**src/rtl/core/fgpr_pkg.sv**
```systemverilog
// Shared types, constants and the 5x7 font ROM of the glyph pixel renderer.
// Used by every module of the renderer; depends on nothing else.
`default_nettype none

package fgpr_pkg;

  localparam int GLYPH_COLUMNS = 5;
  localparam int GLYPH_ROWS    = 7;
  localparam int COL_W         = $clog2(GLYPH_COLUMNS);
  localparam int ROW_W         = $clog2(GLYPH_ROWS);
  localparam int COORD_W       = 10;
  localparam int COLOR_W       = 16;
  localparam int CODE_W        = 8;
  localparam int IDX_W         = 6;

  localparam logic [COORD_W-1:0] WIDTH_RESET  = 10'd240;
  localparam logic [COORD_W-1:0] HEIGHT_RESET = 10'd135;

  // Configuration register indexes.
  localparam logic REG_WIDTH  = 1'b0;
  localparam logic REG_HEIGHT = 1'b1;

  // Glyph indexes of the special characters.
  localparam logic [IDX_W-1:0] GLYPH_SPACE   = 6'd0;
  localparam logic [IDX_W-1:0] GLYPH_DIGIT0  = 6'd1;
  localparam logic [IDX_W-1:0] GLYPH_LETTERA = 6'd11;
  localparam logic [IDX_W-1:0] IDX_MINUS     = 6'd37;
  localparam logic [IDX_W-1:0] IDX_CROSS     = 6'd38;
  localparam logic [IDX_W-1:0] IDX_TWO_DOTS  = 6'd39;
  localparam logic [IDX_W-1:0] IDX_PERIOD    = 6'd40;
  localparam logic [IDX_W-1:0] GLYPH_UNKNOWN = 6'd41;

  // One glyph: glyph[col][row], column 0 in the lowest bits.
  typedef logic [GLYPH_COLUMNS-1:0][GLYPH_ROWS-1:0] glyph_t;

  typedef enum logic [2:0] {
    ST_IDLE,
    ST_CHECK,
    ST_COL,
    ST_ROW,
    ST_FLUSH,
    ST_REJECT
  } scan_state_t;

  typedef struct packed {
    logic [COORD_W-1:0] pixel_x;
    logic [COORD_W-1:0] pixel_y;
    logic [COLOR_W-1:0] color_out;
    logic               rejected;
    logic               last;
  } pixel_result_t;

  // Maps a character byte to its glyph index, folding lower case to upper case.
  function automatic logic [IDX_W-1:0] glyph_index(input logic [CODE_W-1:0] code);
    logic [CODE_W-1:0] c;
    logic [IDX_W-1:0]  idx;
    c = code;
    if (c inside {[8'h61:8'h7A]}) c = c - 8'h20;
    if (c == 8'h20) idx = GLYPH_SPACE;
    else if (c inside {[8'h30:8'h39]}) idx = GLYPH_DIGIT0 + IDX_W'(c - 8'h30);
    else if (c inside {[8'h41:8'h5A]}) idx = GLYPH_LETTERA + IDX_W'(c - 8'h41);
    else if (c == 8'h2D) idx = IDX_MINUS;
    else if (c == 8'h2B) idx = IDX_CROSS;
    else if (c == 8'h3A) idx = IDX_TWO_DOTS;
    else if (c == 8'h2E) idx = IDX_PERIOD;
    else idx = GLYPH_UNKNOWN;
    return idx;
  endfunction

  function automatic glyph_t mk(input logic [6:0] c0, input logic [6:0] c1,
                                input logic [6:0] c2, input logic [6:0] c3,
                                input logic [6:0] c4);
    return {c4, c3, c2, c1, c0};
  endfunction

  function automatic glyph_t font_rom(input logic [IDX_W-1:0] idx);
    glyph_t g;
    case (idx)
      6'd0:  g = mk(7'h00, 7'h00, 7'h00, 7'h00, 7'h00);
      6'd1:  g = mk(7'h3E, 7'h51, 7'h49, 7'h45, 7'h3E);
      6'd2:  g = mk(7'h00, 7'h42, 7'h7F, 7'h40, 7'h00);
      6'd3:  g = mk(7'h62, 7'h51, 7'h49, 7'h49, 7'h46);
      6'd4:  g = mk(7'h22, 7'h49, 7'h49, 7'h49, 7'h36);
      6'd5:  g = mk(7'h18, 7'h14, 7'h12, 7'h7F, 7'h10);
      6'd6:  g = mk(7'h2F, 7'h49, 7'h49, 7'h49, 7'h31);
      6'd7:  g = mk(7'h3E, 7'h49, 7'h49, 7'h49, 7'h32);
      6'd8:  g = mk(7'h01, 7'h71, 7'h09, 7'h05, 7'h03);
      6'd9:  g = mk(7'h36, 7'h49, 7'h49, 7'h49, 7'h36);
      6'd10: g = mk(7'h26, 7'h49, 7'h49, 7'h49, 7'h3E);
      6'd11: g = mk(7'h7E, 7'h09, 7'h09, 7'h09, 7'h7E);
      6'd12: g = mk(7'h7F, 7'h49, 7'h49, 7'h49, 7'h36);
      6'd13: g = mk(7'h3E, 7'h41, 7'h41, 7'h41, 7'h22);
      6'd14: g = mk(7'h7F, 7'h41, 7'h41, 7'h22, 7'h1C);
      6'd15: g = mk(7'h7F, 7'h49, 7'h49, 7'h49, 7'h41);
      6'd16: g = mk(7'h7F, 7'h09, 7'h09, 7'h09, 7'h01);
      6'd17: g = mk(7'h3E, 7'h41, 7'h49, 7'h49, 7'h7A);
      6'd18: g = mk(7'h7F, 7'h08, 7'h08, 7'h08, 7'h7F);
      6'd19: g = mk(7'h00, 7'h41, 7'h7F, 7'h41, 7'h00);
      6'd20: g = mk(7'h20, 7'h40, 7'h41, 7'h3F, 7'h01);
      6'd21: g = mk(7'h7F, 7'h08, 7'h14, 7'h22, 7'h41);
      6'd22: g = mk(7'h7F, 7'h40, 7'h40, 7'h40, 7'h40);
      6'd23: g = mk(7'h7F, 7'h02, 7'h0C, 7'h02, 7'h7F);
      6'd24: g = mk(7'h7F, 7'h04, 7'h08, 7'h10, 7'h7F);
      6'd25: g = mk(7'h3E, 7'h41, 7'h41, 7'h41, 7'h3E);
      6'd26: g = mk(7'h7F, 7'h09, 7'h09, 7'h09, 7'h06);
      6'd27: g = mk(7'h3E, 7'h41, 7'h51, 7'h21, 7'h5E);
      6'd28: g = mk(7'h7F, 7'h09, 7'h19, 7'h29, 7'h46);
      6'd29: g = mk(7'h46, 7'h49, 7'h49, 7'h49, 7'h31);
      6'd30: g = mk(7'h01, 7'h01, 7'h7F, 7'h01, 7'h01);
      6'd31: g = mk(7'h3F, 7'h40, 7'h40, 7'h40, 7'h3F);
      6'd32: g = mk(7'h1F, 7'h20, 7'h40, 7'h20, 7'h1F);
      6'd33: g = mk(7'h7F, 7'h20, 7'h18, 7'h20, 7'h7F);
      6'd34: g = mk(7'h63, 7'h14, 7'h08, 7'h14, 7'h63);
      6'd35: g = mk(7'h07, 7'h08, 7'h70, 7'h08, 7'h07);
      6'd36: g = mk(7'h61, 7'h51, 7'h49, 7'h45, 7'h43);
      6'd37: g = mk(7'h08, 7'h08, 7'h08, 7'h08, 7'h08);
      6'd38: g = mk(7'h08, 7'h08, 7'h3E, 7'h08, 7'h08);
      6'd39: g = mk(7'h00, 7'h36, 7'h36, 7'h00, 7'h00);
      6'd40: g = mk(7'h00, 7'h60, 7'h60, 7'h00, 7'h00);
      default: g = mk(7'h7F, 7'h41, 7'h5D, 7'h41, 7'h7F);
    endcase
    return g;
  endfunction

endpackage

`default_nettype wire

```
**src/rtl/core/fgpr_clip_unit.sv**
```systemverilog
// Shared coordinate unit: adds a glyph offset to an anchor and compares the
// sum against a display limit. Depends on fgpr_pkg.
`default_nettype none

module fgpr_clip_unit (
  input  wire logic [fgpr_pkg::COORD_W-1:0] base,
  input  wire logic [fgpr_pkg::COL_W-1:0]   offset,
  input  wire logic [fgpr_pkg::COORD_W-1:0] limit,
  output logic      [fgpr_pkg::COORD_W-1:0] coord,
  output logic                              clipped
);

  logic [fgpr_pkg::COORD_W:0] sum;

  // The sum is one bit wider so that it never wraps past the limit.
  assign sum     = {1'b0, base} + (fgpr_pkg::COORD_W + 1)'(offset);
  assign coord   = sum[fgpr_pkg::COORD_W-1:0];
  assign clipped = sum >= {1'b0, limit};

endmodule

`default_nettype wire

```
**src/rtl/core/fgpr_scanner.sv**
```systemverilog
// Glyph scan sequencer: walks columns and rows of one glyph through the shared
// clip unit and hands lit pixels to the output stage. Depends on fgpr_pkg and
// fgpr_clip_unit.
`default_nettype none

module fgpr_scanner (
  input  wire logic                              clk,
  input  wire logic                              rst,
  input  wire logic                              in_valid,
  output logic                                   in_ready,
  input  wire logic [fgpr_pkg::CODE_W-1:0]       char_code,
  input  wire logic [fgpr_pkg::COORD_W-1:0]      anchor_x,
  input  wire logic [fgpr_pkg::COORD_W-1:0]      anchor_y,
  input  wire logic [fgpr_pkg::COLOR_W-1:0]      pixel_color,
  input  wire logic [fgpr_pkg::COORD_W-1:0]      display_width,
  input  wire logic [fgpr_pkg::COORD_W-1:0]      display_height,
  output logic                                   push_valid,
  output fgpr_pkg::pixel_result_t                push_data,
  input  wire logic                              push_ready
);

  fgpr_pkg::scan_state_t state, state_next;
  logic [fgpr_pkg::COL_W-1:0]   col, col_next;
  logic [fgpr_pkg::ROW_W-1:0]   row, row_next;
  fgpr_pkg::glyph_t             glyph, glyph_next;
  logic [fgpr_pkg::COORD_W-1:0] ax, ax_next;
  logic [fgpr_pkg::COORD_W-1:0] ay, ay_next;
  logic [fgpr_pkg::COLOR_W-1:0] color, color_next;
  logic [fgpr_pkg::COORD_W-1:0] px, px_next;
  fgpr_pkg::pixel_result_t      pend, pend_next;
  logic                         pend_valid, pend_valid_next;

  logic [fgpr_pkg::COORD_W-1:0] unit_base;
  logic [fgpr_pkg::COL_W-1:0]   unit_offset;
  logic [fgpr_pkg::COORD_W-1:0] unit_limit;
  logic [fgpr_pkg::COORD_W-1:0] unit_coord;
  logic                         unit_clipped;
  logic                         advance;
  logic                         end_col;

  fgpr_clip_unit u_clip (
    .base    (unit_base),
    .offset  (unit_offset),
    .limit   (unit_limit),
    .coord   (unit_coord),
    .clipped (unit_clipped)
  );

  // Operand selection for the shared unit.
  always_comb begin
    unit_base   = ay;
    unit_offset = '0;
    unit_limit  = display_height;
    if (state == fgpr_pkg::ST_COL) begin
      unit_base   = ax;
      unit_offset = col;
      unit_limit  = display_width;
    end else if (state == fgpr_pkg::ST_ROW) begin
      unit_offset = fgpr_pkg::COL_W'(row);
    end
  end

  always_ff @(posedge clk) begin
    if (rst) begin
      state      <= fgpr_pkg::ST_IDLE;
      pend_valid <= 1'b0;
    end else begin
      state      <= state_next;
      pend_valid <= pend_valid_next;
    end
    col   <= col_next;
    row   <= row_next;
    glyph <= glyph_next;
    ax    <= ax_next;
    ay    <= ay_next;
    color <= color_next;
    px    <= px_next;
    pend  <= pend_next;
  end

  always_comb begin
    state_next      = state;
    col_next        = col;
    row_next        = row;
    glyph_next      = glyph;
    ax_next         = ax;
    ay_next         = ay;
    color_next      = color;
    px_next         = px;
    pend_next       = pend;
    pend_valid_next = pend_valid;
    in_ready        = 1'b0;
    push_valid      = 1'b0;
    push_data       = pend;
    advance         = 1'b1;
    end_col         = 1'b0;

    case (state)
      fgpr_pkg::ST_IDLE: begin
        in_ready = 1'b1;
        if (in_valid) begin
          glyph_next = fgpr_pkg::font_rom(fgpr_pkg::glyph_index(char_code));
          ax_next    = anchor_x;
          ay_next    = anchor_y;
          color_next = pixel_color;
          state_next = fgpr_pkg::ST_CHECK;
        end
      end
      fgpr_pkg::ST_CHECK: begin
        col_next = '0;
        if (unit_clipped) state_next = fgpr_pkg::ST_REJECT;
        else state_next = fgpr_pkg::ST_COL;
      end
      fgpr_pkg::ST_COL: begin
        if (unit_clipped) begin
          state_next = fgpr_pkg::ST_FLUSH;
        end else begin
          px_next    = unit_coord;
          row_next   = '0;
          state_next = fgpr_pkg::ST_ROW;
        end
      end
      fgpr_pkg::ST_ROW: begin
        if (!unit_clipped && glyph[col][row]) begin
          // A newer lit pixel proves the held one is not the last.
          if (pend_valid) begin
            push_valid     = 1'b1;
            push_data      = pend;
            push_data.last = 1'b0;
            advance        = push_ready;
          end
          if (advance) begin
            pend_next.pixel_x   = px;
            pend_next.pixel_y   = unit_coord;
            pend_next.color_out = color;
            pend_next.rejected  = 1'b0;
            pend_next.last      = 1'b0;
            pend_valid_next     = 1'b1;
          end
        end
        end_col = unit_clipped || (row == fgpr_pkg::ROW_W'(fgpr_pkg::GLYPH_ROWS - 1));
        if (advance) begin
          if (end_col) begin
            if (col == fgpr_pkg::COL_W'(fgpr_pkg::GLYPH_COLUMNS - 1)) begin
              state_next = fgpr_pkg::ST_FLUSH;
            end else begin
              col_next   = col + fgpr_pkg::COL_W'(1);
              state_next = fgpr_pkg::ST_COL;
            end
          end else begin
            row_next = row + fgpr_pkg::ROW_W'(1);
          end
        end
      end
      fgpr_pkg::ST_FLUSH: begin
        if (pend_valid) begin
          push_valid     = 1'b1;
          push_data      = pend;
          push_data.last = 1'b1;
          if (push_ready) begin
            pend_valid_next = 1'b0;
            state_next      = fgpr_pkg::ST_IDLE;
          end
        end else begin
          state_next = fgpr_pkg::ST_IDLE;
        end
      end
      fgpr_pkg::ST_REJECT: begin
        push_valid = 1'b1;
        push_data  = '{pixel_x: '0, pixel_y: '0, color_out: '0, rejected: 1'b1, last: 1'b1};
        if (push_ready) state_next = fgpr_pkg::ST_IDLE;
      end
      default: begin
        state_next = fgpr_pkg::ST_IDLE;
      end
    endcase
  end

endmodule

`default_nettype wire

```
**src/rtl/core/fgpr_out_stage.sv**
```systemverilog
// Output register of the renderer: holds one result until the stream sink
// takes it. Depends on fgpr_pkg.
`default_nettype none

module fgpr_out_stage (
  input  wire logic                    clk,
  input  wire logic                    rst,
  input  wire logic                    push_valid,
  input  wire fgpr_pkg::pixel_result_t push_data,
  output logic                         push_ready,
  output logic                         out_valid,
  output fgpr_pkg::pixel_result_t      out_data,
  input  wire logic                    out_ready
);

  assign push_ready = !out_valid || out_ready;

  always_ff @(posedge clk) begin
    if (rst) begin
      out_valid <= 1'b0;
    end else if (push_ready) begin
      out_valid <= push_valid;
    end
    if (push_ready && push_valid) begin
      out_data <= push_data;
    end
  end

endmodule

`default_nettype wire

```
**src/rtl/core/font_glyph_pixel_renderer_top.sv**
```systemverilog
// Top level of the 5x7 bitmap font glyph pixel renderer.
// Depends on fgpr_pkg, fgpr_clip_unit, fgpr_scanner and fgpr_out_stage.
`default_nettype none

// The renderer takes one character transaction (byte, anchor and RGB565
// color) and emits one pixel transaction for each lit bit of the character's
// 5x7 glyph, scanning column 0 to 4 and, within a column, row 0 to 6. Lower
// case letters render as upper case, and bytes outside the font show a boxed
// unknown glyph. Columns at or beyond display_width end the scan and rows at
// or beyond display_height end their column. An anchor row that is already
// off screen yields a single transaction with tuser (rejected) set and all
// data zero. tlast marks the final pixel of a character; a blank or fully
// clipped glyph yields no output at all. The input side is ready only while
// no character is in progress. A character passes an anchor row check, then
// a column step for each visible column and a row step for each row scanned
// in it, then a flush, and the scan waits while the output stage stalls. The
// scan sequencer sends every coordinate through one shared add and compare
// unit. The width and height registers are written through the cfg port;
// the user must write them only while the block is idle; nothing enforces it.

module font_glyph_pixel_renderer_top (
  input  wire logic        clk,
  input  wire logic        rst,
  // Configuration write port.
  input  wire logic        cfg_wr_en,
  input  wire logic        cfg_index,
  input  wire logic [9:0]  cfg_data,
  // Character input stream.
  input  wire logic        s_axis_tvalid,
  output logic             s_axis_tready,
  // char_code [7:0], anchor_x [17:8], anchor_y [27:18], pixel_color [43:28]
  input  wire logic [47:0] s_axis_tdata,
  // Pixel output stream.
  output logic             m_axis_tvalid,
  input  wire logic        m_axis_tready,
  // pixel_x [9:0], pixel_y [19:10], color_out [35:20]
  output logic [39:0]      m_axis_tdata,
  // rejected [0]
  output logic             m_axis_tuser,
  output logic             m_axis_tlast
);

  logic [fgpr_pkg::COORD_W-1:0] display_width;
  logic [fgpr_pkg::COORD_W-1:0] display_height;

  logic                    push_valid;
  logic                    push_ready;
  fgpr_pkg::pixel_result_t push_data;
  fgpr_pkg::pixel_result_t out_data;

  // Display size registers, written by index.
  always_ff @(posedge clk) begin
    if (rst) begin
      display_width  <= fgpr_pkg::WIDTH_RESET;
      display_height <= fgpr_pkg::HEIGHT_RESET;
    end else if (cfg_wr_en) begin
      case (cfg_index)
        fgpr_pkg::REG_WIDTH:  display_width  <= cfg_data;
        fgpr_pkg::REG_HEIGHT: display_height <= cfg_data;
        default: ;
      endcase
    end
  end

  // The sequencer walks the glyph and holds back one pixel so that it knows
  // which pixel is last when the scan ends.
  fgpr_scanner u_scanner (
    .clk            (clk),
    .rst            (rst),
    .in_valid       (s_axis_tvalid),
    .in_ready       (s_axis_tready),
    .char_code      (s_axis_tdata[7:0]),
    .anchor_x       (s_axis_tdata[17:8]),
    .anchor_y       (s_axis_tdata[27:18]),
    .pixel_color    (s_axis_tdata[43:28]),
    .display_width  (display_width),
    .display_height (display_height),
    .push_valid     (push_valid),
    .push_data      (push_data),
    .push_ready     (push_ready)
  );

  // The output register decouples the scan from a stalled sink.
  fgpr_out_stage u_out (
    .clk        (clk),
    .rst        (rst),
    .push_valid (push_valid),
    .push_data  (push_data),
    .push_ready (push_ready),
    .out_valid  (m_axis_tvalid),
    .out_data   (out_data),
    .out_ready  (m_axis_tready)
  );

  assign m_axis_tdata = {4'b0, out_data.color_out, out_data.pixel_y, out_data.pixel_x};
  assign m_axis_tuser = out_data.rejected;
  assign m_axis_tlast = out_data.last;

endmodule

`default_nettype wire

```
**config.mk**
```make
export PLATFORM = sky130hd
export DESIGN_NAME = font_glyph_pixel_renderer_top
export DESIGN_NICKNAME = d
export VERILOG_FILES = /design/src/rtl/core/fgpr_pkg.sv /design/src/rtl/core/fgpr_clip_unit.sv /design/src/rtl/core/fgpr_scanner.sv /design/src/rtl/core/fgpr_out_stage.sv /design/src/rtl/core/font_glyph_pixel_renderer_top.sv
export SDC_FILE = /design/constraint.sdc
export NUM_CORES = 1
export LEC_CHECK = 0
export ABC_AREA = 1
export BUFFER_PORTS_ARGS = -buffer_cell sky130_fd_sc_hd__buf_2
export CAP_MARGIN = 20
export CORE_MARGIN = 8
export CORE_UTILIZATION = 46
export DETAILED_ROUTE_END_ITERATION = 6
export PLACE_DENSITY = 0.62
export SYNTH_ARGS = -nofsm -noshare
export SYNTH_HDL_FRONTEND = slang
export SYNTH_SLANG_ARGS = --single-unit
```
**constraint.sdc**
```tcl
create_clock -name clk -period 8.9 [get_ports clk]
set_input_delay 0.89 -clock clk [delete_from_list [all_inputs] [get_ports clk]]
set_output_delay 0.89 -clock clk [all_outputs]
set_load 0.005 [all_outputs]
```
Yosys cells after proc, flatten, opt, wreduce, memory -nomap -nowiden --
Memories as Yosys holds them, arrays and structs flattened. A register that Yosys moved wholly into a read port is not among the register bits. Cells that the tools add are included.
Word-level totals: register bits after elaboration 151, memory bits (writable) 0, latch bits 0, output and inout bits 44, bits in read-only memories 2240, memories kept 1
Operators by class: multipliers 0, multiplexer cells 53, magnitude comparators 9, equality and inequality tests 20, shifts and indexed selects 0, div/mod/pow operators 0, bitwise gates (word level) 2, add/subtract/negate cells 8, reduce and logical (&&, ||, !) cells 22
Memory list:
- (name not given) | words 64, bits a word 35, read ports 1, clocked after memory_dff 1, wr ports 0, RTL line fgpr_pkg.sv:78 | case (idx)
Operators with widths (number):
- 38-bit one-hot mux with 2 select lines | 1
- 3-bit 2-to-1 mux | 16
- 6-bit 2-to-1 mux | 8
- 8-bit by 6-bit == test with 1-bit output (second input constant) | 5
- 8-bit 2-to-1 mux | 3
- 7-bit binary-select mux with 3-bit select | 1
- 10-bit 2-to-1 mux | 2
- 3-bit one-hot mux with 6 select lines | 1
- 8-bit by 7-bit >= comparator with 1-bit output (second input constant) | 2
- 8-bit by 7-bit less-or-equal comparator with 1-bit output (second input constant) | 2
- 2-bit != test (second input constant) | 8
- 1-bit 2-to-1 mux | 15
- 3-bit == test (second input constant) | 4
- 3-bit one-hot mux with 2 select lines | 2
- 10-bit by 3-bit adder with 11-bit output | 1
- 11-bit by 10-bit >= comparator with 1-bit output | 1
- 3-bit AND reduction | 3
- 8-bit by 6-bit >= comparator with 1-bit output (second input constant) | 1
- 8-bit by 6-bit less-or-equal comparator with 1-bit output (second input constant) | 1
- 3-bit by 4-bit less-than comparator with 1-bit output (second input constant) | 2
- 2-bit AND reduction | 4
- 4-bit AND reduction | 2
- 8-bit by 6-bit subtractor with 8-bit output (second input constant) | 1
- 7-bit 2-to-1 mux | 1
- other kinds (16) | 27

Depth between registers and ports, before layout --
Gate-level depths: netlist of the first run.
depth after elaboration 15, gate-level depth with buffers 29, gate-level depth less buffers 27

By module --
A second synthesis of the first run with hierarchy kept.
Second synthesis, totals: cells, all modules 1105, area total of the unflattened synthesis 9855.7 um2
Modules (own cells, without submodules):
- fgpr_scanner | times used 1, cells an instance 864, area each 7302.0 um2, sequential area each 3773.6 um2
- fgpr_out_stage | times used 1, cells an instance 44, area each 1188.6 um2, sequential area each 1161.1 um2
- font_glyph_pixel_renderer_top | times used 1, cells an instance 109, area each 813.3 um2, sequential area each 400.4 um2
- fgpr_clip_unit | times used 1, cells an instance 88, area each 551.8 um2, sequential area each 0.0 um2

Worst setup path after synthesis of the first run --
No wires, ideal clock.
kind input to register, from in s_axis_tvalid, to reg u_scanner.ax[0] (netlist name) (enable), data arrival time 5.740 ns, setup time 0.587 ns, cell stages on the path 2, path buffers 0, setup slack 2.573 ns, cell sequence inv_1 > nor3_1
On the way: word-level cells in the longest chain between the ends 1
RTL lines:
- start: declaration | RTL line font_glyph_pixel_renderer_top.sv:29 | input wire logic s_axis_tvalid,
- 2-bit AND reduction (no line)
- end signal: assignment | RTL line fgpr_scanner.sv:74 | ax <= ax_next;
- end: declaration | RTL line fgpr_scanner.sv:26 | logic [fgpr_pkg::COORD_W-1:0] ax, ax_next;
Every way passes these cells. A chain may end at the register's enable or synchronous reset.

Worst setup path after layout of the first run --
from reg u_scanner.col[0] (netlist name), to reg u_scanner.pend[23] (netlist name) (enable)
On the way: word-level cells in the longest chain between the ends 6, elaborated cells on any way between the ends 10, those cells by class 1 x add/sub; 1 x order compare; 5 x mux; 3 x reduce/logical
RTL lines:
- start: declaration | RTL line fgpr_scanner.sv:23 | logic [fgpr_pkg::COL_W-1:0] col, col_next;
- start signal: assignment | RTL line fgpr_scanner.sv:71 | col <= col_next;
- 3-bit 2-to-1 mux or 7-bit binary-select mux with 3-bit select (tied branches) | RTL line fgpr_scanner.sv:54, fgpr_scanner.sv:124
- 10-bit by 3-bit adder with 11-bit output or 7-bit 2-to-1 mux (tied branches) | RTL line fgpr_clip_unit.sv:16, fgpr_scanner.sv:124
- 11-bit by 10-bit >= comparator with 1-bit output or 1-bit binary-select mux with 3-bit select (tied branches) | RTL line fgpr_clip_unit.sv:18, fgpr_scanner.sv:124
- 1-bit zero test or 1-bit 2-to-1 mux (tied branches) | RTL line fgpr_scanner.sv:124 | if (!unit_clipped && glyph[col][row]) begin
- 1-bit logical AND * | RTL line fgpr_scanner.sv:124
- 3-bit AND reduction (no line) *
- end signal: assignment | RTL line fgpr_scanner.sv:78 | pend <= pend_next;
- end: declaration | RTL line fgpr_scanner.sv:30 | fgpr_pkg::pixel_result_t pend, pend_next;
Mark *: on every way between the ends. The rest lies on a longest branch, timed or not. The select of a mux whose other input is x is not followed.

==> flow_metrics.py, run 1 <==
metrics = {
    "setup_path": {
        "crit_top_cell": "inv_1",
        "cp_slowest_stage_delay_ns": 0.80,
        "cpMaxStageDelayCell": "nor2_4",
        "critPathKind": "register to register",
        "rr_worst_depth": 20,
        "required_ns": 8.94,
        "critPathLaunchType": "register",
        "end_kind": "register",
        "worstPathArrival_ns": 5.26,
        "reg2reg_from": "u_scanner.col[0]",
        "crit_fanout": 36,
        "worstReg2RegEnd": "u_scanner.pend[23]",
        "crit_chain": "inv_1, o22ai_1, ha_1, inv_1, fa_1, nor2_1, nor2_1, nor2_2, and3_1, xor2_1, ha_1, a21oi_1, o211ai_1, nand2_1, nand3b_1, nand3_1, inv_1, nor2_2, nand2_1, nor2_4",
        "ff2ff_setup_slack_ns": 3.68,
    },
    "place": {
        "hpwl_mm": 16.3,
        "place_congestion": 0.937,
        "io_buffers": 99,
        "postPlaceCellArea_mm2": 0.0105,
    },
    "routing": {
        "postRouteAntennaNets": 0,
        "wire_per_inst_um": 15.7,
        "num_vias": 7509,
        "drt_iter0_drc": 636,
        "drt_pass1_iterations": 5,
        "route.detailed.drc": 0,
        "wirelength_mm": 22.7,
        "avgViaCountPerCell": 5.20,
    },
    "die": {
        "die_y_um": 162,
        "boundaryPins": 108,
        "coreArea_mm2": 0.0210,
        "die_w_um": 162,
        "start_util_pct": 46.6,
        "rows": 53,
        "die_area_mm2": 0.0262,
    },
    "logic_synthesis": {
        "yosysUniqueCellTypes": 49,
        "syn-instance-count": 1073,
        "ys_warn_count": 0,
        "synth_area_mm2": 0.00977,
        "synth-compound-area-share_pct": 5.83,
        "synth_edf_count": 161,
        "yosys.area_share.adder_pct": 4.94,
        "yosys.area_share.simple_pct": 25.4,
        "yosysSeqAreaShare_pct": 54.6,
        "synth_seq_cells": 186,
        "avgSynthCellArea_um2": 9.10,
        "synth-xor-area-share_pct": 0.986,
        "synthArstFlopShare_pct": 0,
        "synth.area.mux_share_pct": 0.922,
        "synth_top_family_by_area": "simple AND/OR/NAND/NOR gates",
        "ys.flop_type": "edfxtp_1",
    },
    "power_and_ir_drop": {
        "p_per_area_mw_per_mm2": 198,
        "leakagePower_uw": 0.00499,
        "power_uw": 2200,
        "ir_worst_vdd_mv": 0.164,
    },
    "sta": {
        "setup_viol": 0,
        "finalSetupTns_ns": 0,
        "finalHoldViolCount": 0,
        "period_needed_ns": 5.22,
        "slew_headroom_pct": 31.2,
        "fin_crit_sh_pct": 58.7,
        "rsz0062_at_grt": "false",
        "max_freq_mhz": 191,
        "tightest_slew_ns": 1.03,
        "skew_ns": 0.0130,
        "slew_violations": 0,
    },
    "clock_tree": {
        "insertion_delay_ns": 0.43,
        "cts_tree": "yes",
        "cts.clk_slew.worst_paths_ns": 0.07,
        "cts_setup_buffers": 0,
        "clockBufferDepth": 2,
        "ctsHoldBuffers": 0,
        "cts_sinks": 186,
        "cts_resized": 0,
        "cts-root-buf": "clkbuf_16",
        "htreeDepth": 4,
        "numCtsBuffers": 17,
    },
    "layout": {
        "fin_area_mm2": 0.0111,
        "area_growth_pct": 13.5,
        "final_util_pct": 52.9,
        "drive_gt1_share_pct": 15.6,
        "n_antenna_cell": 0,
        "nets": 1259,
    },
    "global_routing": {
        "antenna_found_initial": 0,
        "grt_max_degree": 72,
        "grt-ovfl-total": 0,
        "grt_pass1_wl_mm": 37.1,
        "grtUsageTotal_pct": 17.6,
        "grt_pass1_vias": 7292,
    },
    "hold_path": {
        "min_path_cells": 0,
        "hold_class": "register to register",
        "hold_start": "u_scanner.color[15]",
        "whs_endpoint": "u_scanner.pend[17]",
    },
    "status": {
        "status": "complete, no violations",
    },
    "job": {
        "timing.max_cap.violations": 0,
    },
}
[placed cells by master (no fill, tap or decap), drive strengths merged, types with 9 or more instances in the layout]
cell	n
nor2	105
mux2i	9
nand3	127
dfxtp	25
clkinv	9
o21ai	53
nand2	298
ha	37
nand4	15
clkbuf	17
edfxtp	161
a21oi	23
buf	104
inv	130
[per-layer routing]
| layer | vias to the layer above | part of all wire [%] | global-route usage, % |
|---|---|---|---|
| met5 | - | 0 | 0 |
| met3 | 30 | 7.2 | 3.95 |
| met2 | 303 | 43 | 26.5 |
| li1 | 3741 | - | - |
| met4 | 0 | 1.7 | 4.84 |
| met1 | 3435 | 48 | 25.2 |
[worst max-delay path: cells and delay by family, from the launching register on]
family                     cells  cell delay [ns]
buffers and inverters          3             0.55
xor gates and xnor gates       1             0.17
and+or+nand+nor               10             2.01
AOI/OAI and AO/OA              3             0.52
adders and majority gates      3             0.86
DFF                            1             0.69
[how the worst max path moves through the flow]
stage	start	end	slack, ns	cells past startpoint
6_report	u_scanner.col[0]	u_scanner.pend[23]	3.68	20
5_1_grt	u_scanner.col[0]	u_scanner.pend[23]	3.15	20
4_1_cts	u_scanner.col[0]	u_scanner.pend[21]	3.64	20
3_5_place_dp	u_scanner.col[0]	u_scanner.pend[8]	3.68	20
3_3_place_gp	u_scanner.col[0]	u_out.out_data[11]	3.52	20
2_1_floorplan	s_axis_tvalid	u_scanner.ax[0]	2.57	2
[cell families (layout without fill, tap and decap cells)]
kind of cell	Yosys count	after routing
AOI/OAI and AO/OA	97	97
xor gates and xnor gates	11	11
adders and majority gates	38	38
buffers and inverters	169	263
DFF	186	186
muxes	9	9
other	1	4
and+or+nand+nor	562	562
[through the flow]
stage	worst slack, ns	std cells	hold WS [ns]
after global routing	3.15	1445	0.414
after detailed placement	3.68	1413	0.405
final	3.68	1445	0.415
after global placement	3.52	1412	0.400
after floorplan	2.57	1076	0.400
after CTS	3.64	1445	0.418
[report_power, final]
part | total, µW | internal [µW] | switching, µW
registers | 1060 | 1030 | 25.5
clock network | 798 | 454 | 344
logic | 340 | 106 | 234
[final cells by class]
| class | instances | area [µm²] |
|---|---|---|
| Clock buffer | 17 | 425 |
| Clock inverter | 15 | 208 |
| Fill cell | 1939 | 9860 |
| Inverter | 127 | 477 |
| Multi-Input combinational cell | 721 | 3760 |
| Sequential cell | 186 | 5340 |
| Tap cell | 275 | 344 |
| Timing Repair Buffer | 104 | 546 |
[Yosys cell counts (10+ instances only)]
| cell | instances | area, µm² |
|---|---|---|
| a21oi_1 | 22 | 110 |
| buf_4 | 10 | 75.1 |
| clkbuf_1 | 18 | 67.6 |
| dfxtp_1 | 25 | 500 |
| edfxtp_1 | 161 | 4830 |
| ha_1 | 37 | 463 |
| inv_1 | 118 | 443 |
| nand2_1 | 282 | 1060 |
| nand2_2 | 15 | 93.8 |
| nand3_1 | 122 | 611 |
| nand4_1 | 14 | 87.6 |
| nor2_1 | 94 | 353 |
| o21ai_0 | 42 | 210 |
[sequential cells by signal, summed over array words and instances (netlist names), 3 cells and up]
signal	count
u_scanner.pend	36
u_scanner.color	16
u_out.out_data	38
u_scanner.glyph	35
display_height	10
display_width	10
u_scanner.px	10
u_scanner.row	3
u_scanner.ax	10
u_scanner.state	3
u_scanner.ay	10
u_scanner.col	3
No activity file was read; power rests on OpenSTA's default activity.
==> run 2: changes to the inputs <==
Settings changed: PLACE_DENSITY 0.62 to 0.65.
Clock period 8.9 ns to 4.8 ns, I/O delays scaled along.
==> run 2 against run 1 <==
  * The run now ends with design-rule violations left
  * Worst setup slack lost 3.3 ns
  * Hold slack got worse by 0.20 ns
  * Cell count is 1.0% higher
  * Design area is 0.67% higher
  * Sequential share of layout area fell by 0.32 points
  * Clock-buffer cell count is the same
  * Clock skew rose by 0.0023 ns
  * Critical path depth increased by 5
  * Critical path type unchanged
  * Global-route usage shrank 0.11 points
==> flow_metrics.py, run 2 (same netlist as run 1, synthesis figures left out) <==
metrics = {
    "global_routing": {
        "grt_max_degree": 60,
        "antenna_found_initial": 0,
        "grtUsageTotal_pct": 17.5,
        "grt_pass1_vias": 6958,
        "grt-ovfl-total": 0,
        "grt_pass1_wl_mm": 36.6,
    },
    "power_and_ir_drop": {
        "p_sw_share_pct": 28.7,
        "p_per_area_mw_per_mm2": 352,
        "pwr-share-comb_pct": 16.6,
        "clkPwrFrac_pct": 33.7,
        "internal_power_uw": 2810,
        "p_sw_uw": 1130,
        "power_uw": 3940,
        "ir_worst_vdd_mv": 0.291,
        "leakagePower_uw": 0.00503,
        "seq_power_share_pct": 49.7,
    },
    "clock_tree": {
        "cts.clk_slew.worst_paths_ns": 0.07,
        "clockBufferDepth": 2,
        "insertion_delay_ns": 0.44,
        "htreeDepth": 4,
        "cts_tree": "yes",
        "cts_setup_buffers": 0,
        "numCtsBuffers": 17,
        "ctsHoldBuffers": 0,
        "cts-root-buf": "clkbuf_16",
        "cts_sinks": 186,
    },
    "setup_path": {
        "cp_slowest_stage_delay_ns": 0.39,
        "crit_top_cell": "nand2_1",
        "worstPathArrival_ns": 4.53,
        "critPathTopFamily": "simple AND/OR/NAND/NOR gates",
        "reg2reg_from": "u_scanner.state[1]",
        "required_ns": 4.92,
        "end_kind": "register",
        "cpMaxStageDelayCell": "fa_1",
        "crit_fanout": 38,
        "worstReg2RegEnd": "u_out.out_data[16]",
        "rr_worst_depth": 25,
        "critPathLaunchType": "register",
        "cp_num_buf_inv": 5,
        "ff2ff_setup_slack_ns": 0.39,
        "critPathKind": "register to register",
    },
    "die": {
        "die_area_mm2": 0.0262,
        "die_w_um": 162,
        "die_y_um": 162,
        "boundaryPins": 108,
        "rows": 53,
        "coreArea_mm2": 0.0210,
        "start_util_pct": 46.6,
    },
    "layout": {
        "largest_register_ff_count": 38,
        "regArea_mm2": 0.00534,
        "reg_top3": "u_out.out_data x38, u_scanner.pend x36, u_scanner.glyph x35",
        "fillCellCount": 1917,
        "n_antenna_cell": 0,
        "nets": 1274,
        "layout_commonest_cell": "nand2_1",
        "most-common-layout-cells": "nand2_1, edfxtp_1, nand3_1",
        "area_growth_pct": 14.3,
        "regMostFlops": "u_out.out_data",
        "multi_input_area_mm2": 0.00378,
        "drive_gt1_share_pct": 16.8,
    },
    "sta": {
        "fin_crit_sh_pct": 91.9,
        "tightest_slew_ns": 0.736,
        "max_freq_mhz": 227,
        "finalSetupTns_ns": 0,
        "finalHoldViolCount": 0,
        "slew_violations": 0,
        "skew_ns": 0.0153,
        "setup_ws_ns": 0.391,
        "rsz0062_at_grt": "false",
        "period_needed_ns": 4.41,
        "setup_viol": 0,
        "slew_headroom_pct": 50.9,
    },
    "routing": {
        "route.detailed.drc": 4,
        "wirelength_mm": 22.5,
        "drt_iter0_drc": 786,
        "wire_per_inst_um": 15.4,
        "drt_pass1_iterations": 7,
        "avgViaCountPerCell": 5.11,
        "postRouteAntennaNets": 0,
        "num_vias": 7467,
    },
    "job": {
        "timing.max_cap.violations": 0,
    },
    "hold_path": {
        "whs_endpoint": "u_scanner.ax[8]",
        "hold_start": "s_axis_tdata[16]",
        "hold_class": "input port to register",
        "min_path_cells": 1,
    },
    "status": {
        "violations": "design-rule violations",
        "status": "finished with violations",
    },
    "place": {
        "place_congestion": 0.955,
        "io_buffers": 99,
        "post-place-ws_ns": 0.289,
        "hpwl_mm": 16.7,
    },
}
==> run 2: cell types whose count changed in the layout (fill, tap and decap cells not counted), moves of 2 or more <==
cell,change
buf_4,+14
bufinv_16,-3
clkinvlp_4,+3
clkinv_2,+2
inv_8,+2
==> run 2: through the flow <==
stage / utilization [%] / hold slack, ns / cell area [µm²] / cells
CTS: 53.2 / 0.206 / 11200 / 1460
global route: 53.3 / 0.200 / 11200 / 1460
global placement: 50.5 / 0.400 / 10600 / 1428
detailed placement: 50.5 / 0.405 / 10600 / 1428
floorplan: - / 0.400 / 9810 / 1076
finish: 53.3 / 0.219 / 11200 / 1460
==> run 2: power groups by stage <==
stage	combinational (µW)	sequential (µW)	clock, µW
floorplan	456	1980	0
global placement	639	1990	0
detailed placement	645	1990	0
CTS	649	1960	1350
global route	742	1960	1420
finish	655	1960	1330
==> run 2: area by class of cell <==
| cell class | count | area share, % |
|---|---|---|
| Clock inverter | 15 | 1.21 |
| Inverter | 127 | 4.29 |
| Timing Repair Buffer | 119 | 6.01 |
| Tap cell | 275 | 3.08 |
| Sequential cell | 186 | 47.8 |
| Clock buffer | 17 | 3.81 |
| Multi-Input combinational cell | 721 | 33.8 |
==> run 2: how the worst max path moves through the flow <==
stage                             from                 end  slack [ns]  cells past startpoint
floorplan           u_scanner.state[2]   u_out.out_data[0]        0.02                     26
global placement    u_scanner.state[1]  u_out.out_data[12]        0.43                     25
detailed placement  u_scanner.state[1]  u_out.out_data[12]        0.29                     25
CTS                 u_scanner.state[1]  u_out.out_data[16]        0.25                     25
global route        u_scanner.state[1]  u_out.out_data[18]        0.01                     25
finish              u_scanner.state[1]  u_out.out_data[16]        0.39                     25
==> run 2: timing repair <==
action	in CTS	in global routing
hold endpoints to repair	0	0
resized for setup	0	3
setup endpoints to repair	0	38
==> run 2: routing by layer <==
layer | vias up | global-route usage [%] | share of wire, %
li1 | 3779 | - | -
met1 | 3373 | 26.0 | 49
met2 | 288 | 24.8 | 41
met3 | 27 | 4.23 | 8.5
met4 | 0 | 5.22 | 1.6
met5 | - | 0 | 0
==> run 3: changes to the inputs <==
Settings changed: PLACE_DENSITY 0.65 to 0.62.
Clock period 4.8 ns to 5.4 ns, I/O delays scaled along.
==> run 3 against run 2 <==
  * The flow now finishes without violations
  * Register-to-register slack gained 0.25 ns
  * Clock skew shrank 0.0038 ns
  * Sequential share of layout area grew 0.18 points
  * Flip-flop and latch count is the same
  * Design area shrank 0.37%
  * Via count shrank 1.3%
  * Clock power shrank 5%
  * Critical path depth is the same
  * First-iteration DRC count shrank 12%
  * Die area is the same
  * Critical endpoint is now u_scanner.pend[20]
  * Largest cell class unchanged
==> flow_metrics.py, run 3 (same netlist as run 1, synthesis figures left out) <==
metrics = {
    "status": {
        "status": "complete, no violations",
    },
    "sta": {
        "skew_ns": 0.0116,
        "period_needed_ns": 4.76,
        "setup_viol": 0,
        "slew_headroom_pct": 31.2,
        "max_freq_mhz": 210,
        "finalHoldViolCount": 0,
        "rsz0062_at_grt": "false",
        "whs_ns": 0.288,
        "fin_crit_sh_pct": 88.1,
        "slew_violations": 0,
        "finalSetupTns_ns": 0,
        "tightest_slew_ns": 1.03,
    },
    "setup_path": {
        "crit_top_cell": "nand2_1",
        "cpMaxStageDelayCell": "fa_1",
        "critPathLaunchType": "register",
        "crit_fanout": 31,
        "cp_slowest_stage_delay_ns": 0.41,
        "critPathKind": "register to register",
        "worstPathArrival_ns": 4.88,
        "required_ns": 5.52,
        "end_kind": "register",
    },
    "routing": {
        "wire_per_inst_um": 15.5,
        "drt-met1-wl_mm": 11.0,
        "num_vias": 7370,
        "highest_layer": "met4",
        "drt_iter0_drc": 695,
        "route.detailed.drc": 0,
        "wirelength_mm": 22.5,
        "drt_pass1_iterations": 6,
        "avgViaCountPerCell": 5.08,
        "postRouteAntennaNets": 0,
        "met2_length_mm": 9.56,
        "wl_met3_mm": 1.52,
    },
    "hold_path": {
        "hold_class": "input port to register",
    },
    "die": {
        "die_area_mm2": 0.0262,
        "boundaryPins": 108,
        "start_util_pct": 46.6,
        "die_y_um": 162,
        "coreArea_mm2": 0.0210,
        "die_w_um": 162,
        "rows": 53,
    },
    "place": {
        "postPlaceCellArea_mm2": 0.0105,
        "place_congestion": 0.930,
        "hpwl_mm": 16.5,
        "io_buffers": 99,
    },
    "layout": {
        "largest_register_ff_count": 38,
        "n_antenna_cell": 0,
        "layout_commonest_cell": "nand2_1",
        "area_growth_pct": 13.9,
        "nets": 1264,
        "reg_top3": "u_out.out_data x38, u_scanner.pend x36, u_scanner.glyph x35",
        "drive_gt1_share_pct": 15.9,
        "fin_area_mm2": 0.0111,
        "regMostFlops": "u_out.out_data",
        "fillCellCount": 1950,
        "most-common-layout-cells": "nand2_1, edfxtp_1, nand3_1",
        "final_util_pct": 53.1,
    },
    "clock_tree": {
        "cts_resized": 0,
        "clockBufferDepth": 2,
        "ctsHoldBuffers": 0,
        "cts-root-buf": "clkbuf_16",
        "cts_tree": "yes",
        "cts.clk_slew.worst_paths_ns": 0.07,
        "numCtsBuffers": 17,
        "cts_sinks": 186,
        "insertion_delay_ns": 0.43,
        "cts_setup_buffers": 0,
        "htreeDepth": 4,
    },
    "job": {
        "timing.max_cap.violations": 0,
    },
    "global_routing": {
        "grt_pass1_vias": 7132,
        "grtUsageTotal_pct": 17.7,
        "grt_pass1_wl_mm": 36.9,
        "grt_max_degree": 72,
        "grt-ovfl-total": 0,
        "antenna_found_initial": 0,
    },
    "power_and_ir_drop": {
        "ir_worst_vdd_mv": 0.210,
        "leakagePower_uw": 0.00500,
        "power_uw": 3580,
        "p_per_area_mw_per_mm2": 321,
    },
}
-- run 3: cell types whose count changed in the layout (fill, tap and decap cells not counted), moves of 2 or more --
| cell | change |
|---|---|
| buf_4 | -10 |
| bufinv_16 | +2 |
| clkinv_2 | -2 |
| inv_6 | +2 |
| inv_8 | -2 |
-- run 3: where the power goes --
part           internal (µW)  switching [µW]
sequential              1700            41.4
combinational            179             387
clock                    704             563
total                   2580             992
-- run 3: area by class of cell --
cell class                 instances  area [µm²]  share of cell area [%]
clock buffer                      18         429                    3.86
timing repair buffer             109         596                    5.35
clock inverter                    14         180                    1.62
multi-input combinational        721        3760                    33.8
sequential                       186        5340                    48.0
inverter                         127         477                    4.28
tap                              275         344                    3.09
-- run 3: worst max-delay path: cells and delay by family (launching register included) --
kind	cells	cell delay [ns]
compound gates	2	0.26
xor+xnor	1	0.18
fa+ha+maj	3	0.85
buf+inv	5	0.68
flops	1	0.37
simple gates	14	2.06
-- run 3: worst paths after layout --
check / start / to / slack (ns) / cells after the start
setup / recovery: u_scanner.state[1] / u_scanner.pend[20] / 0.64 / 25
hold / removal: s_axis_tdata[24] / u_scanner.ay[6] / 0.29 / 1
setup reg to reg: u_scanner.state[1] / u_scanner.pend[20] / 0.64 / 25
hold reg to reg: u_scanner.px[5] / u_scanner.pend[33] / 0.41 / 0
-- run 3: stage by stage --
stage	std cells	setup slack (ns)
after floorplan	1076	0.135
after global placement	1418	0.727
after detailed placement	1418	0.636
after CTS	1450	0.595
after global routing	1450	0.0126
final	1450	0.640
-- run 3: per-layer routing --
layer | global-route usage (%) | vias up
li1 | - | 3747
met1 | 25.6 | 3373
met2 | 25.8 | 221
met3 | 3.97 | 29
met4 | 5.43 | 0
met5 | 0 | -
